==> src/rtl/core/rsj_pkg.sv <==
`default_nettype none
package rsj_pkg;

    localparam int CFG_IDX_W  = 3;
    localparam int CFG_DATA_W = 16;

    localparam logic [CFG_IDX_W-1:0] CFG_SAMPLE_SUMMING = 3'd0;
    localparam logic [CFG_IDX_W-1:0] CFG_LINE_SUMMING   = 3'd1;
    localparam logic [CFG_IDX_W-1:0] CFG_START_SAMPLE   = 3'd2;
    localparam logic [CFG_IDX_W-1:0] CFG_START_LINE     = 3'd3;
    localparam logic [CFG_IDX_W-1:0] CFG_COEFF_COUNT    = 3'd4;
    localparam logic [CFG_IDX_W-1:0] CFG_TIME_COUNT     = 3'd5;

    localparam logic [2:0] MODE_LOAD_TIME  = 3'd0;
    localparam logic [2:0] MODE_LOAD_SCOEF = 3'd1;
    localparam logic [2:0] MODE_LOAD_LCOEF = 3'd2;
    localparam logic [2:0] MODE_P2D        = 3'd3;
    localparam logic [2:0] MODE_D2P        = 3'd4;

    localparam int         DIV_STEPS  = 50;
    localparam int         MAX_ROUNDS = 50;
    localparam logic [5:0] DIV_LAST   = 6'(DIV_STEPS - 1);
    localparam logic [5:0] ROUND_LAST = 6'(MAX_ROUNDS);

    localparam logic signed [63:0] S48_MAX = 64'sh0000_7FFF_FFFF_FFFF;
    localparam logic signed [63:0] S48_MIN = -64'sh0000_8000_0000_0000;
    localparam logic signed [63:0] ONE_Q24 = 64'sh0000_0000_0100_0000;

    typedef struct packed {
        logic [2:0]         mode;
        logic [11:0]        entry_index;
        logic signed [47:0] entry_value;
        logic signed [47:0] sample_in;
        logic signed [47:0] line_in;
    } t_item;

    typedef struct packed {
        logic signed [47:0] parent_sample;
        logic signed [47:0] parent_line;
        logic signed [47:0] detector_sample;
        logic signed [47:0] detector_line;
        logic               status;
    } t_result;

    typedef struct packed {
        logic wr_time;
        logic wr_scoef;
        logic wr_lcoef;
        logic load_in;
        logic div_init;
        logic div_step;
        logic div_fin;
        logic t_load;
        logic h_add;
        logic h_mulh;
        logic h_mull;
        logic h_comb;
        logic jit;
        logic scale;
        logic update;
        logic set_status;
        logic status_val;
    } t_cmd;

    typedef struct packed {
        logic h_none;
        logic h_last;
        logic conv;
    } t_sts;

    function automatic logic signed [47:0] sat48(input logic signed [63:0] x);
        logic signed [63:0] y;
        y = x;
        if (x > S48_MAX) begin
            y = S48_MAX;
        end else if (x < S48_MIN) begin
            y = S48_MIN;
        end
        return y[47:0];
    endfunction

endpackage
`default_nettype wire

==> src/rtl/core/rsj_ctrl.sv <==
`default_nettype none
module rsj_ctrl import rsj_pkg::*; (
    input  wire logic  i_clk,
    input  wire logic  i_rst_n,
    input  wire logic  i_start,
    input  wire logic [2:0] i_mode,
    input  wire t_sts  i_sts,
    output t_cmd       o_cmd,
    output logic       o_busy,
    output logic       o_valid
);

    typedef enum logic [12:0] {
        S_IDLE  = 13'b0000000000001,
        S_DIV   = 13'b0000000000010,
        S_DFIN  = 13'b0000000000100,
        S_ROW   = 13'b0000000001000,
        S_TLD   = 13'b0000000010000,
        S_HADD  = 13'b0000000100000,
        S_HMH   = 13'b0000001000000,
        S_HML   = 13'b0000010000000,
        S_HCMB  = 13'b0000100000000,
        S_JIT   = 13'b0001000000000,
        S_SCALE = 13'b0010000000000,
        S_CHK   = 13'b0100000000000,
        S_OUT   = 13'b1000000000000
    } t_state;

    t_state     r_state, n_state;
    logic [5:0] r_cnt, n_cnt;
    logic       r_p2d, n_p2d;

    always_ff @(posedge i_clk) begin
        if (!i_rst_n) begin
            r_state <= S_IDLE;
            r_cnt   <= '0;
            r_p2d   <= 1'b0;
        end else begin
            r_state <= n_state;
            r_cnt   <= n_cnt;
            r_p2d   <= n_p2d;
        end
    end

    always_comb begin
        n_state = r_state;
        n_cnt   = r_cnt;
        n_p2d   = r_p2d;
        o_cmd   = '0;
        unique case (r_state)
            S_IDLE: begin
                if (i_start) begin
                    unique case (i_mode)
                        MODE_LOAD_TIME:  o_cmd.wr_time  = 1'b1;
                        MODE_LOAD_SCOEF: o_cmd.wr_scoef = 1'b1;
                        MODE_LOAD_LCOEF: o_cmd.wr_lcoef = 1'b1;
                        MODE_P2D: begin
                            o_cmd.load_in = 1'b1;
                            n_p2d         = 1'b1;
                            n_state       = S_ROW;
                        end
                        MODE_D2P: begin
                            o_cmd.load_in  = 1'b1;
                            o_cmd.div_init = 1'b1;
                            n_p2d          = 1'b0;
                            n_cnt          = '0;
                            n_state        = S_DIV;
                        end
                        default: ;
                    endcase
                end
            end
            S_DIV: begin
                o_cmd.div_step = 1'b1;
                n_cnt          = r_cnt + 6'd1;
                if (r_cnt == DIV_LAST) begin
                    n_state = S_DFIN;
                end
            end
            S_DFIN: begin
                o_cmd.div_fin = 1'b1;
                n_cnt         = '0;
                n_state       = S_ROW;
            end
            S_ROW: n_state = S_TLD;
            S_TLD: begin
                o_cmd.t_load = 1'b1;
                n_state      = i_sts.h_none ? S_JIT : S_HADD;
            end
            S_HADD: begin
                o_cmd.h_add = 1'b1;
                n_state     = S_HMH;
            end
            S_HMH: begin
                o_cmd.h_mulh = 1'b1;
                n_state      = S_HML;
            end
            S_HML: begin
                o_cmd.h_mull = 1'b1;
                n_state      = S_HCMB;
            end
            S_HCMB: begin
                o_cmd.h_comb = 1'b1;
                n_state      = i_sts.h_last ? S_JIT : S_HADD;
            end
            S_JIT: begin
                o_cmd.jit = 1'b1;
                n_state   = r_p2d ? S_SCALE : S_CHK;
            end
            S_SCALE: begin
                o_cmd.scale      = 1'b1;
                o_cmd.set_status = 1'b1;
                o_cmd.status_val = 1'b0;
                n_state          = S_OUT;
            end
            S_CHK: begin
                if (i_sts.conv) begin
                    o_cmd.set_status = 1'b1;
                    o_cmd.status_val = 1'b0;
                    n_state          = S_OUT;
                end else if (r_cnt == ROUND_LAST) begin
                    o_cmd.set_status = 1'b1;
                    o_cmd.status_val = 1'b1;
                    n_state          = S_OUT;
                end else begin
                    o_cmd.update = 1'b1;
                    n_cnt        = r_cnt + 6'd1;
                    n_state      = S_ROW;
                end
            end
            S_OUT: n_state = S_IDLE;
            default: n_state = S_IDLE;
        endcase
    end

    assign o_busy  = (r_state != S_IDLE);
    assign o_valid = (r_state == S_OUT);

endmodule
`default_nettype wire

==> config.mk <==
export PLATFORM = sky130hd
export DESIGN_NAME = rsj_ctrl
export DESIGN_NICKNAME = d
export VERILOG_FILES = /design/src/rtl/core/rsj_pkg.sv /design/src/rtl/core/rsj_ctrl.sv
export SDC_FILE = /design/constraint.sdc
export NUM_CORES = 1
export LEC_CHECK = 0
export ABC_AREA = 0
export BUFFER_PORTS_ARGS = -buffer_cell sky130_fd_sc_hd__buf_2
export CAP_MARGIN = 20
export CORE_MARGIN = 5
export CORE_UTILIZATION = 58
export CTS_BUF_LIST = sky130_fd_sc_hd__clkbuf_16
export DETAILED_ROUTE_END_ITERATION = 10
export PLACE_DENSITY = 0.92
export SLEW_MARGIN = 15
export SYNTH_ARGS = -nofsm -noshare
export SYNTH_HDL_FRONTEND = slang
export SYNTH_SLANG_ARGS = --single-unit
==> constraint.sdc <==
create_clock -name i_clk -period 4.22 [get_ports i_clk]
set_input_delay 1.266 -clock i_clk [delete_from_list [all_inputs] [get_ports i_clk]]
set_output_delay 1.266 -clock i_clk [all_outputs]
set_load 0.02 [all_outputs]
==> results of run 1 <==
-- sequential cells by signal, summed over array words and instances (netlist names) --
register	cells
r_p2d	1
r_cnt	6
r_state	13
-- metrics by stage --
| stage | total power, uW | instance area, um2 | instances | util, % |
|---|---|---|---|---|
| 4_1_cts | 526 | 1580 | 223 | 71.3 |
| 6_report | 527 | 1580 | 223 | 71.3 |
| 3_5_place_dp | 334 | 1500 | 220 | 67.9 |
| 3_3_place_gp | 328 | 1500 | 220 | 67.9 |
| 2_1_floorplan | 299 | 1350 | 170 | - |
| 5_1_grt | 545 | 1580 | 223 | 71.3 |
-- cell type report --
class,count,area [um2]
Sequential cell,20,400
Clock buffer,3,75.1
Multi-Input combinational cell,140,913
Fill cell,173,634
Inverter,5,18.8
Tap cell,28,35.0
Timing Repair Buffer,27,135
-- critical path: stages --
cell     delay (ps)
buf_2           130
nor3b_1         480
o21a_1          230
nor3b_1         310
buf_2           230
-- cell usage in the layout, fill, tap and decap left out, types with 2 or more instances in the layout --
| cell type | Yosys | routed |
|---|---|---|
| nor2_1 | 16 | 16 |
| dfxtp_1 | 20 | 20 |
| o211ai_1 | 11 | 11 |
| a21oi_1 | 6 | 6 |
| nor3_1 | 13 | 13 |
| nand3b_1 | 2 | 2 |
| nand2b_1 | 6 | 6 |
| o21a_1 | 2 | 2 |
| or2_2 | 3 | 3 |
| nand2_1 | 13 | 13 |
| or3_1 | 2 | 2 |
| clkbuf_16 | 0 | 3 |
| ha_1 | 3 | 3 |
| nand3_1 | 8 | 8 |
| xor2_1 | 3 | 3 |
| o21ai_0 | 2 | 2 |
| buf_2 | 1 | 27 |
| and3_1 | 5 | 5 |
| nor3b_1 | 8 | 8 |
| nand4b_1 | 3 | 3 |
| nand4_1 | 6 | 6 |
| nor3_2 | 2 | 2 |
| inv_1 | 5 | 5 |
| and2_1 | 4 | 4 |
| and4b_1 | 2 | 2 |
| nor4_1 | 4 | 4 |
-- layer usage --
layer  track usage [%]  vias up
li1                  -      694
met1              25.4      699
met2              43.2       78
met3              4.82       22
met4              11.3        0
met5                 0        -
-- synthesized netlist by cell type (all sizes together), types with 2 or more instances --
| master | instances | area share, % |
|---|---|---|
| dfxtp | 20 | 30 |
| nor2 | 16 | 4.4 |
| nor3 | 15 | 6.3 |
| nand2 | 13 | 3.6 |
| o211ai | 11 | 6.1 |
| nand3 | 8 | 3.0 |
| nor3b | 8 | 4.4 |
| a21oi | 6 | 2.2 |
| nand2b | 6 | 2.8 |
| nand4 | 6 | 2.8 |
| and3 | 5 | 2.3 |
| inv | 5 | 1.4 |
| nor4 | 5 | 3.4 |
| and2 | 4 | 1.8 |
| clkbuf | 4 | 1.1 |
| ha | 3 | 2.8 |
| nand4b | 3 | 1.9 |
| or2 | 3 | 1.4 |
| xor2 | 3 | 1.9 |
| and4b | 2 | 1.5 |
| nand3b | 2 | 1.1 |
| o21a | 2 | 1.1 |
| o21ai | 2 | 0.74 |
| or3 | 2 | 0.92 |
-- cells by family (layout without fill, tap and decap cells) --
family | after synthesis | in the layout
buf+inv | 10 | 35
flops | 20 | 20
simple gates | 106 | 106
fa+ha+maj | 3 | 3
compound gates | 28 | 28
xor+xnor | 3 | 3
-- power by group through the flow --
stage	Combinational [uW]	Sequential (uW)	Clock, uW
after global placement	120	208	0
final	131	205	191
after detailed placement	125	209	0
after floorplan	99.7	199	0
after global routing	140	206	199
after CTS	128	204	193
-- final timing paths --
kind                                            endpoint               startpoint  cells after the start
worst min-delay path            r_state[11]$_SDFFE_PN0P_       r_p2d$_SDFFE_PN0P_                      1
worst max register to register     r_cnt[1]$_SDFFE_PN0P_  r_state[2]$_SDFFE_PN0P_                      5
worst min register to register  r_state[11]$_SDFFE_PN0P_       r_p2d$_SDFFE_PN0P_                      1
worst max-delay path                           o_cmd[13]                i_mode[1]                      5
==> results.cfg, run 1 <==
[global_route]
grt_usage_pct = 23.5
first_global_vias = 1418
antenna_found_initial = 0
grt_pass1_wl_mm = 6.24
grt_max_degree = 14
grt_overflow = 0

[power_and_ir_drop]
combPwrFrac_pct = 24.8
power_frac_seq_pct = 38.9
ir_worst_vdd_mv = 0.241
clockPowerShare_pct = 36.3
p_leak_uw = 0.000637
switching_power_uw = 164
pwr_density_cell_mw_per_mm2 = 334
internal_power_uw = 363
swShare_pct = 31.1

[die]
coreArea_mm2 = 0.00221
dieArea_mm2 = 0.00340
die_h_um = 58.3
die_width_um = 58.3
io_pins = 28
fp-row-count = 17
start_util_pct = 61.1

[place]
port_buffers = 27
place_ws_ps = 372
gp_congestion = 0.915
dp_hpwl_mm = 2.87

[synthesis]
synthAdderAreaFrac_pct = 2.78
syn_inst = 170
avgSynthCellArea_um2 = 7.96
synthFlopType = dfxtp_1
synth_xor_area_share_pct = 1.94
synthArstFlopShare_pct = 0
synth_mux_area_share_pct = 0
synth_top_family_by_area = simple AND/OR/NAND/NOR gates
seq_area_frac_synth_pct = 29.6
synth_area_mm2 = 0.00135
synth_cell_type_count = 42
synth_fp_nets = 182
yosysWarnings = 0
synth-edff-count = 0
synth-seq-cells = 20
synth_compound_area_share_pct = 15.4
synthSimpleGateAreaFrac_pct = 47.4

[finish]
fin_nets = 209
area_growth_pct = 16.7
num_antenna_cells = 0
drive_above_1_share_pct = 20.5

[sta]
clock_skew_ps = 4.31
hold_viol = 0
period_share_pct = 92.7
fmax_mhz = 256
fin_hold_ws_ps = 420
slew_viol_final = 0
rsz0062_at_grt = no
tightest_slew_ps = 915
setup_viol = 0
relSlewSlack_pct = 38.8
finalCriticalPeriod_ps = 3910
setup_tns_ps = 0
setup_slack_ps = 309

[detailed_routing]
drtIter0Drc = 78
final_antenna_net_count = 0
wl_met3_um = 312
met2_length_mm = 1.98
drc = 0
highest_layer = met4
wire_per_inst_um = 17.3
wl_mm = 3.86
wl_met1_mm = 1.46
drt_pass1_iterations = 4
via_count = 1493
viasPerCell = 6.70

[clocking]
cts_tree = done
clock_latency_ps = 250
post_cts_resized = 0
clockRootBuffer = clkbuf_16
cts_made_buffers = 3
post_cts_buffers = 0
clock-sinks = 20
clockBufferDepth = 2
ctsHoldBuffers = 0
htree_levels = 1
path_clk_slew_ps = 50

[worst_setup_path]
end_kind = output port
crit_type = in2out
ff2ff_setup_slack_ps = 2000
cp_max_fo = 5
start_kind = input port
worstPathArrival_ps = 2650
cp.required_ps = 2950

[min_path]
hold_class = reg2reg

[run_status]
status = finished clean

[job]
max-cap-violations = 0
Note: power is estimated with default switching activity, not from simulation.
==> run 2: changes to the inputs <==
- BUFFER_PORTS_ARGS: -buffer_cell sky130_fd_sc_hd__buf_2 -> -buffer_cell sky130_fd_sc_hd__buf_4
- SKIP_CTS_REPAIR_TIMING: unset -> 1
- SKIP_LAST_GASP: unset -> 1
==> run 2 against run 1 <==
  * Final area rose by 4.5%
  * Final cell count rose by 0.45%
  * Largest cell class unchanged
  * Utilization rose by 3.2 points
  * Critical path type unchanged
  * Hold slack improved by 8.0 ps
  * Clock power rose by 6%
  * Critical endpoint unchanged
  * Die area did not move
  * Flip-flop and latch count did not move
==> results.cfg, run 2 (same netlist as run 1, synthesis figures left out) <==
[worst_setup_path]
ff2ff_setup_slack_ps = 1900
slowest_delay_ps = 520
cp_max_fo = 5
endpoint = o_cmd[13]
r2r-start = r_state[8]$_SDFFE_PN0P_
r2r-end = r_cnt[2]$_SDFFE_PN0P_
end_kind = output port
crit_start = i_mode[1]
crit_type = in2out
cpMaxStageDelayCell = nor3b_1
path_cells = buf_4 -> nor3b_1 -> o21a_1 -> nor3b_1 -> buf_4
worstPathArrival_ps = 2810
start_kind = input port
cp.required_ps = 2950
ff2ff_path_depth = 5

[place]
port_buffers = 27
dp_hpwl_mm = 3.02
placed_cell_area_mm2 = 0.00157
gp_congestion = 0.892

[detailed_routing]
final_antenna_net_count = 0
drtIter0Drc = 112
viasPerCell = 6.84
drc = 0
wire_per_inst_um = 18.7
wl_mm = 4.19
via_count = 1533
drt_pass1_iterations = 4

[clocking]
path_clk_slew_ps = 60
clock-sinks = 20
clockRootBuffer = clkbuf_16
htree_levels = 1
cts_tree = done
clock_latency_ps = 260
clockBufferDepth = 2
cts_made_buffers = 3

[power_and_ir_drop]
switching_power_uw = 176
pwr_density_cell_mw_per_mm2 = 331
swShare_pct = 32.2
ir_worst_vdd_mv = 0.282
clockPowerShare_pct = 37.1
combPwrFrac_pct = 25.2
internal_power_uw = 370
power_frac_seq_pct = 37.7
p_leak_uw = 0.000643

[finish]
drive_above_1_share_pct = 20.4
num_antenna_cells = 0
area_growth_pct = 21.9
regMostFlops = r_state
final_common_cell = buf_4
mostFrequentLayoutCells = buf_4, dfxtp_1, nor2_1
fin_nets = 209
largest_registers = r_state (13), r_cnt (6), r_p2d (1)
fin_area_mm2 = 0.00165
largest_reg_flops = 13

[min_path]
hold_class = reg2reg
whs_path_depth = 1

[global_route]
grt_pass1_wl_mm = 7.00
grt_max_degree = 14
grt_usage_pct = 26.5
first_global_vias = 1550
antenna_found_initial = 0
grt_overflow = 0

[run_status]
status = finished clean

[die]
coreArea_mm2 = 0.00221
io_pins = 28
start_util_pct = 61.1
die_h_um = 58.3
dieArea_mm2 = 0.00340
fp-row-count = 17
die_width_um = 58.3

[sta]
slew_viol_final = 0
setup_viol = 0
clock_skew_ps = 3.91
setup_tns_ps = 0
rsz0062_at_grt = no
finalCriticalPeriod_ps = 4070
tightest_slew_ps = 877
relSlewSlack_pct = 40.7
fmax_mhz = 246
period_share_pct = 96.5
hold_viol = 0

[job]
max-cap-violations = 0
==> run 2: layout make-up <==
cell class | count | area, um2
multi-input cells | 140 | 913
fillers | 164 | 563
flip-flops and latches | 20 | 400
repair buffers | 27 | 203
clock buffers | 3 | 75.1
well taps | 28 | 35.0
inverters | 5 | 18.8
clock inverters | 1 | 3.75
==> run 2: per-layer routing <==
metal | routed length (um) | global-route usage [%] | vias up
met5 | 0 | 0 | -
met4 | 176 | 17.2 | 0
met3 | 383 | 6.36 | 27
met2 | 2080 | 44.3 | 111
met1 | 1550 | 29.7 | 699
li1 | - | - | 696
==> run 2: through the flow <==
step	cells	total power, uW	hold slack (ps)	utilization [%]	worst slack [ps]
final	224	546	428	74.5	148
after detailed placement	220	342	426	71.0	218
after global routing	224	563	448	74.5	60.3
after CTS	224	542	431	74.5	212
after floorplan	170	299	399	-	532
after global placement	220	336	420	71.0	486
==> run 2: worst min path at each step <==
stage,end,start,slack (ps)
after floorplan,r_state[11]$_SDFFE_PN0P_,r_p2d$_SDFFE_PN0P_,400
after global placement,r_state[11]$_SDFFE_PN0P_,r_p2d$_SDFFE_PN0P_,420
after detailed placement,r_state[11]$_SDFFE_PN0P_,r_p2d$_SDFFE_PN0P_,430
after CTS,r_state[11]$_SDFFE_PN0P_,r_p2d$_SDFFE_PN0P_,430
after global routing,r_state[11]$_SDFFE_PN0P_,r_p2d$_SDFFE_PN0P_,450
final,r_state[11]$_SDFFE_PN0P_,r_p2d$_SDFFE_PN0P_,430
==> run 2: worst max-delay path, delay by kind of cell <==
family	cells	cell delay, ps
AND/OR/NAND/NOR	2	940
buffers and inverters	2	360
AO/OA/AOI/OAI	1	230
==> run 2: power by group through the flow <==
stage / logic [uW] / clock network, uW / registers (uW)
6_report: 138 / 203 / 206
5_1_grt: 147 / 210 / 207
4_1_cts: 134 / 202 / 205
3_5_place_dp: 133 / 0 / 209
3_3_place_gp: 127 / 0 / 209
2_1_floorplan: 99.7 / 0 / 199
==> run 3: changes to the inputs <==
- clock period: 4.22 -> 5 ns (I/O delays scaled with it)
==> run 3 against run 2 <==
  * Highest routed layer unchanged
  * Clock skew shrank 3.0 ps
  * Hold slack lost 1.9 ps
  * Critical path type unchanged
  * Sequential power shrank 16%
==> results.cfg, run 3 (same netlist as run 1, synthesis figures left out) <==
[detailed_routing]
final_antenna_net_count = 0
drc = 0
wl_mm = 3.98
wire_per_inst_um = 17.9
viasPerCell = 6.85
via_count = 1527
drt_pass1_iterations = 7
drtIter0Drc = 118

[worst_setup_path]
cp_max_fo = 5
end_kind = output port
crit_type = in2out
cp.required_ps = 3500
worstPathArrival_ps = 3000
start_kind = input port
ff2ff_path_depth = 5

[place]
port_buffers = 27
dp_hpwl_mm = 2.95
placed_cell_area_mm2 = 0.00157
gp_congestion = 0.891
dp_cells = 220

[clocking]
clockBufferDepth = 2
path_clk_slew_ps = 50
htree_levels = 1
clock_latency_ps = 250
clockRootBuffer = clkbuf_16
clock-sinks = 20
cts_tree = done
cts_made_buffers = 3

[sta]
finalCriticalPeriod_ps = 4500
rsz0062_at_grt = no
relSlewSlack_pct = 40.8
fmax_mhz = 222
setup_viol = 0
clock_skew_ps = 0.950
setup_tns_ps = 0
period_share_pct = 89.9
hold_viol = 0
slew_viol_final = 0
tightest_slew_ps = 886

[global_route]
grt_max_degree = 14
grt_usage_pct = 23.9
first_global_vias = 1460
grt_overflow = 0
antenna_found_initial = 0
grt_pass1_wl_mm = 6.36

[die]
coreArea_mm2 = 0.00221
dieArea_mm2 = 0.00340
fp-row-count = 17
die_width_um = 58.3
start_util_pct = 61.1
die_h_um = 58.3
io_pins = 28

[power_and_ir_drop]
p_leak_uw = 0.000642
pwr_density_cell_mw_per_mm2 = 273
ir_worst_vdd_mv = 0.255

[finish]
largest_reg_flops = 13
num_antenna_cells = 0
fin_area_mm2 = 0.00165
regMostFlops = r_state
postLayoutCoreUtil_pct = 74.4
area_growth_pct = 21.6
final_common_cell = buf_4
fin_cells = 223
drive_above_1_share_pct = 20.5
mostFrequentLayoutCells = buf_4, dfxtp_1, nor2_1
fin_nets = 209
largest_registers = r_state (13), r_cnt (6), r_p2d (1)

[min_path]
whs_path_depth = 1
hold_class = reg2reg

[job]
max-cap-violations = 0

[run_status]
status = finished clean
## run 3: changes by cell type in the layout (fill, tap and decap cells not counted), sizes merged
cell and change:
clkinv -1
## run 3: final cells by class
cell class / instances / area [um2]
inverters: 5 / 18.8
multi-input cells: 140 / 913
fillers: 153 / 567
flip-flops and latches: 20 / 400
well taps: 28 / 35.0
repair buffers: 27 / 203
clock buffers: 3 / 75.1
## run 3: path summary, 6_finish.rpt
path / startpoint / end / slack (ps)
worst max register to register: r_state[8]$_SDFFE_PN0P_ / r_cnt[3]$_SDFFE_PN0P_ / 2770
worst max-delay path: i_mode[1] / o_cmd[13] / 500
worst min register to register: r_p2d$_SDFFE_PN0P_ / r_state[11]$_SDFFE_PN0P_ / 430
worst min-delay path: r_p2d$_SDFFE_PN0P_ / r_state[11]$_SDFFE_PN0P_ / 430
## run 3: through the flow
step           hold slack [ps]  power, uW  worst slack [ps]
2_1_floorplan              399        252               844
3_3_place_gp               420        283               802
3_5_place_dp               421        288               578
4_1_cts                    428        448               551
5_1_grt                    453        466               371
6_report                   426        449               504
## run 3: power breakdown
| part | switching (uW) | internal, uW |
|---|---|---|
| registers | 9.81 | 163 |
| clock network | 53.5 | 105 |
| logic | 74.9 | 42.2 |
## run 3: worst max-delay path, stage by stage
cell and delay [ps]:
buf_4 130, nor3b_1 500, o21a_1 260, nor3b_1 380, buf_4 220
## run 3: routing by layer
metal,global-route usage [%],part of all wire [%],routed length [um],up-vias
li1,-,-,-,691
met1,26.7,36,1430,687
met2,43.1,49,1970,116
met3,4.61,10,408,33
met4,11.6,4.3,171,0
met5,0,0,0,-
